==> src/rtl/core/vmpc_ram.sv <==
module vmpc_ram #(
	parameter int Width = 8,
	parameter int Depth = 16
) (
	input  logic                     clk,
	input  logic                     we,
	input  logic [$clog2(Depth)-1:0] waddr,
	input  logic [Width-1:0]         wdata,
	input  logic [$clog2(Depth)-1:0] raddr,
	output logic [Width-1:0]         rdata
);
	logic [Width-1:0] mem [Depth];

	always_ff @(posedge clk) begin
		if (we) begin
			mem[waddr] <= wdata;
		end
		rdata <= mem[raddr];
	end
endmodule

==> config.mk <==
export PLATFORM = sky130hd
export DESIGN_NAME = vmpc_ram
export DESIGN_NICKNAME = d
export VERILOG_FILES = /design/src/rtl/core/vmpc_ram.sv
export SDC_FILE = /design/constraint.sdc
export NUM_CORES = 1
export LEC_CHECK = 0
export ABC_AREA = 1
export BUFFER_PORTS_ARGS = -buffer_cell sky130_fd_sc_hd__buf_2
export CAP_MARGIN = 20
export CORE_MARGIN = 5
export CORE_UTILIZATION = 25
export DETAILED_ROUTE_END_ITERATION = 8
export PLACE_DENSITY_LB_ADDON = 0.3
export SLEW_MARGIN = 20
export SYNTH_ARGS = -nofsm -noshare
export SYNTH_HDL_FRONTEND = slang
export SYNTH_SLANG_ARGS = --single-unit
==> constraint.sdc <==
create_clock -name clk -period 3.7 [get_ports clk]
set_clock_uncertainty 0.2 [all_clocks]
set_input_delay 0.185 -clock clk [delete_from_list [all_inputs] [get_ports clk]]
set_output_delay 0.185 -clock clk [all_outputs]
set_load 0.005 [all_outputs]
==> results of run 1 <==
[logic make-up (layout without fill, tap and decap cells)]
logic type / count (synthesis) / in the layout / synth area share [%]
buf+inv: 126 / 164 / 9.52
flops: 136 / 136 / 69.4
simple gates: 289 / 289 / 21.0
[registers in the layout (all words and copies together) (netlist names)]
signal	count
rdata	8
mem	128
[Yosys cell counts]
cell and n:
buf_1 1, buf_2 13, buf_4 4, buf_6 6
dfxtp_1 8, edfxtp_1 128, inv_1 100, inv_2 2
nand2_1 173, nand3_1 97, nand3b_1 2, nor2_1 17
[area by class of cell]
type	count	area, µm²	area share [%]
clock buffers	27	557	8.29
multi-input cells	289	1210	18.1
flip-flops and latches	136	4000	59.6
repair buffers	30	173	2.57
inverters	102	385	5.74
well taps	285	357	5.31
clock inverters	5	28.8	0.428
[routing by layer]
metal  up-vias  share of wire (%)  GRT usage (%)
li1       1824                  -              -
met1      1723                 48           15.2
met2        81                 45           16.9
met3        20                4.9           2.56
met4         0                1.9           4.54
met5         -                  0              0
[per-stage QoR]
stage	std cells	setup slack (ns)	util [%]
2_1_floorplan	551	2.36	-
3_3_place_gp	838	1.49	26.8
3_5_place_dp	838	1.49	26.8
4_1_cts	874	1.94	29.6
5_1_grt	874	1.84	29.6
6_report	874	1.94	29.6
[repair_timing]
item | in CTS | in global routing
setup endpoints to repair | 0 | 0
hold buffers | 4 | 0
hold endpoints to repair | 52 | 0
[power by group through the flow]
stage,Sequential [W],Clock (W),Combinational (W)
floorplan,0.00176,0,0.000122
global placement,0.00177,0,0.000207
detailed placement,0.00177,0,0.000207
CTS,0.00173,0.00167,0.000211
global route,0.00174,0.00174,0.000232
finish,0.00173,0.00164,0.000206
[critical path, stage by stage]
cell,delay (ns)
buf_2,0.58
inv_2,0.48
nand3_1,0.20
nand3_1,0.12
nand3_1,0.20
nand2_1,0.08
[worst max path at each step]
stage                     startpoint    endpoint  slack [ns]
after detailed placement    raddr[1]    rdata[1]        1.49
after global placement      raddr[1]    rdata[1]        1.49
after floorplan             waddr[2]  mem[10][0]        2.36
after global routing        raddr[1]    rdata[6]        1.84
final                       raddr[1]    rdata[6]        1.94
after CTS                   raddr[1]    rdata[1]        1.94
==> impl_metrics.toml, run 1 <==
[cells_and_area]
layout_common_cells = "173 x nand2_1, 128 x edfxtp_1, 100 x inv_1"
drive_gt1_share_pct = 9.51
antennaDiodeCount = 0
fin_area_mm2 = 0.00672
final_common_cell = "nand2_1"
num-fill-cells = 2326
fin_nets = 594
syn2layout_area_growth_pct = 16.5

[detailed_routing]
drt_iter0_markers = 284
ant_nets = 0
vias = 3648
drcViolationCount = 0
routedWlPerCell_um = 15.8
viasPerCell = 4.17
drt-total-wl_um = 13800
dr.pass1.iters = 5

[synthesis]
ys_ff_latch = 136
yosys_warnings = 0
synth_top_area_share_pct = 66.7
seq_area_frac_synth_pct = 69.4
synth_cell_types = 12
syn_inst = 551
syn_area_per_cell_um2 = 10.5
synth_nets = 569
netlist_area_mm2 = 0.00577
netlist_top_cells_area = "edfxtp_1 67%, nand2_1 11%, nand3_1 8.4%"
synth_area_leader_cell = "edfxtp_1"

[timing]
whs_ns = 0.00831
tns_ns = 0
post-route-min-period_ns = 1.76
tightest_slew_ns = 0.871
fmax_mhz = 569
fin_crit_sh_pct = 47.5
slew-limit-headroom_pct = 41.7
setup_viol = 0
rsz0062_at_grt = "false"
slew_viol_final = 0
hold_viol_final = 0

[worst_setup_path]
r2r_end = "rdata[1]"
critPathKind = "input port to register"
r2r_cells = 6
crit_path_max_fanout = 33
rrSetupSlack_ns = 2.38
r2r_start = "mem[7][1]"
end_kind = "register"
critical_path_required_ns = 3.80
crit_arrival_ns = 1.86
start_kind = "input port"

[power]
power_density_mw_per_mm2 = 533
combPwrFrac_pct = 5.8
switching_share_pct = 21.5
switchingPower_w = 0.000771
ir_worst_vdd_uv = 293
clockPowerShare_pct = 45.8
power_w = 0.00358
internal_power_w = 0.00281
p_seq_share_pct = 48.4
power.leakage_nw = 2.83

[floorplan]
num_io_pins = 26
die_w_um = 162
design.core.area_mm2 = 0.0227
dieArea_mm2 = 0.0262
start_util_pct = 25.4
die_h_um = 162
core.rowCount = 55

[placement]
port_buffers = 25
placed_area_mm2 = 0.00609
dp_hpwl_um = 8300
gp_congestion = 0.773

[global_route]
grt_max_degree = 65
grt_pass1_vias = 3582
grt_pass1_wl_um = 21300
grt_util_all_layers_pct = 11.0
antenna_found_initial = 0
grt_overflow = 0

[run]
maxCapViolations = 0

[clock_tree]
post_cts_resized = 0
clockBufferDepth = 2
cts_tree = "done"
htreeDepth = 4
root_buffer = "clkbuf_16"
cts.sinks = 136
path_clk_slew_ns = 0.06
postCtsSetupBuffers = 0
clk_latency_ns = 0.42
cts_buffers = 17

[outcome]
status = "finished, final reports clean"

[min_path]
hold_class = "input port to register"
worstHoldStart = "wdata[2]"
hold_path_end = "mem[2][2]"
hold-path-cell-count = 1
(Power assumes the default switching activity.)
==> run 2: changes to the inputs <==
==> constraint.sdc (replaced) <==
create_clock -name clk -period 1.63 [get_ports clk]
set_clock_uncertainty 0.2 [all_clocks]
set_input_delay 0.0815 -clock clk [delete_from_list [all_inputs] [get_ports clk]]
set_output_delay 0.0815 -clock clk [all_outputs]
set_load 0.005 [all_outputs]
==> run 2 against run 1 <==
Compared with the run above:
- non-clock buffer count is 33 higher
- utilization increased by 1.1 points
- sequential share of layout area down 2.1 points
- die area is the same
- final cell count is 3.8% higher
- first-iteration DRC count fell by 5.6%
==> impl_metrics.toml, run 2 (synthesis results as in run 1) <==
[cells_and_area]
final_common_cell = "nand2_1"
reg_top3 = "mem: 128 flops, rdata: 8 flops"
num-fill-cells = 2374
largest_register_ffs = 128
antennaDiodeCount = 0
layoutNonFillerInstCount = 907
drive_gt1_share_pct = 12.7
top_register = "mem"
fin_nets = 627
syn2layout_area_growth_pct = 20.7
layout_common_cells = "173 x nand2_1, 128 x edfxtp_1, 100 x inv_1"

[global_route]
grt_max_degree = 45
antenna_found_initial = 0
grt_pass1_vias = 3711
grt_overflow = 0
grt_util_all_layers_pct = 11.1
grt_pass1_wl_um = 21400

[worst_setup_path]
crit_arrival_ns = 0.97
path_buf_inv = 1
path_delay_family = "flip-flops"
crit_slowest_cell = "dfxtp_1"
path_cells = "buf_2"
cpPeakStageDelay_ns = 0.41
end_kind = "output pin"
critical_path_required_ns = 1.35
start_kind = "register"
critPathKind = "register to output pin"
crit_path_max_fanout = 1

[power]
combPwrFrac_pct = 6.4
p_seq_share_pct = 49.3
ir_worst_vdd_uv = 646
switching_share_pct = 21.4
power.leakage_nw = 2.97
switchingPower_w = 0.00171
power_density_mw_per_mm2 = 1150
internal_power_w = 0.00629
clockPowerShare_pct = 44.3
power_w = 0.00800

[detailed_routing]
dr.pass1.iters = 5
drt_iter0_markers = 268
drt-total-wl_um = 13900
vias = 3799
wl_met3_um = 618
routedWlPerCell_um = 15.4
wl_met2_um = 6390
top_layer_used = "met4"
met1_length_um = 6560
ant_nets = 0
viasPerCell = 4.19
drcViolationCount = 0

[min_path]
hold_class = "input port to register"

[placement]
gp_congestion = 0.808
dp_hpwl_um = 9070
place_inst = 866
port_buffers = 25
dp_slack_ns = 0.233

[timing]
tightest_slew_ns = 0.400
fin_crit_sh_pct = 77.0
tns_ns = 0
hold_viol_final = 0
rsz0062_at_grt = "false"
setup_viol = 0
setup_ws_ns = 0.375
fmax_mhz = 797
slew-limit-headroom_pct = 73.4
whs_ns = 0.0361
post-route-min-period_ns = 1.26
slew_viol_final = 0

[clock_tree]
root_buffer = "clkbuf_16"
htreeDepth = 4
clk_latency_ns = 0.42
cts_tree = "done"
clockBufferDepth = 2
path_clk_slew_ns = 0.05
cts.sinks = 136
postCtsSetupBuffers = 0
holdBufCountCts = 9
cts_buffers = 17
post_cts_resized = 0

[floorplan]
dieArea_mm2 = 0.0262
num_io_pins = 26
die_h_um = 162
core.rowCount = 55
design.core.area_mm2 = 0.0227
start_util_pct = 25.4
die_w_um = 162

[outcome]
status = "finished, final reports clean"

[run]
maxCapViolations = 0
run 2: metrics by stage:
stage | cell area (µm²) | utilization, %
after floorplan | 5770 | -
after global placement | 6320 | 27.9
after detailed placement | 6320 | 27.9
after CTS | 6960 | 30.7
after global routing | 6960 | 30.7
final | 6960 | 30.7
run 2: power by group through the flow:
stage	registers (W)	clock network [W]	logic (W)
floorplan	0.00400	0	0.000276
finish	0.00394	0.00354	0.000513
global route	0.00395	0.00378	0.000578
global placement	0.00401	0	0.000506
CTS	0.00394	0.00362	0.000524
detailed placement	0.00401	0	0.000504
run 2: metal layers:
layer | up-vias | global-route usage [%]
met2 | 101 | 17.4
li1 | 1889 | -
met4 | 0 | 5.11
met5 | - | 0
met1 | 1785 | 14.7
met3 | 24 | 2.54
run 2: final cells by class:
class,count,area (µm²),share of cell area (%)
tap,285,357,5.12
clock buffer,20,437,6.27
multi-input combinational,289,1210,17.4
clock inverter,12,109,1.56
inverter,102,383,5.50
timing repair buffer,63,458,6.58
sequential,136,4000,57.5
run 2: worst register-to-register path: cells and delay by family (launching register included):
family | cells | cell delay, ns
and+or+nand+nor | 5 | 0.49
DFF | 1 | 0.36
buffers and inverters | 1 | 0.06
run 2: worst paths after layout:
path	startpoint	to	slack [ns]	cells past startpoint
setup / recovery	rdata[3]	rdata[3]	0.37	1
hold / removal	raddr[2]	rdata[5]	0.04	5
hold reg to reg	mem[11][4]	rdata[4]	0.47	6
setup reg to reg	mem[13][6]	rdata[6]	0.40	6
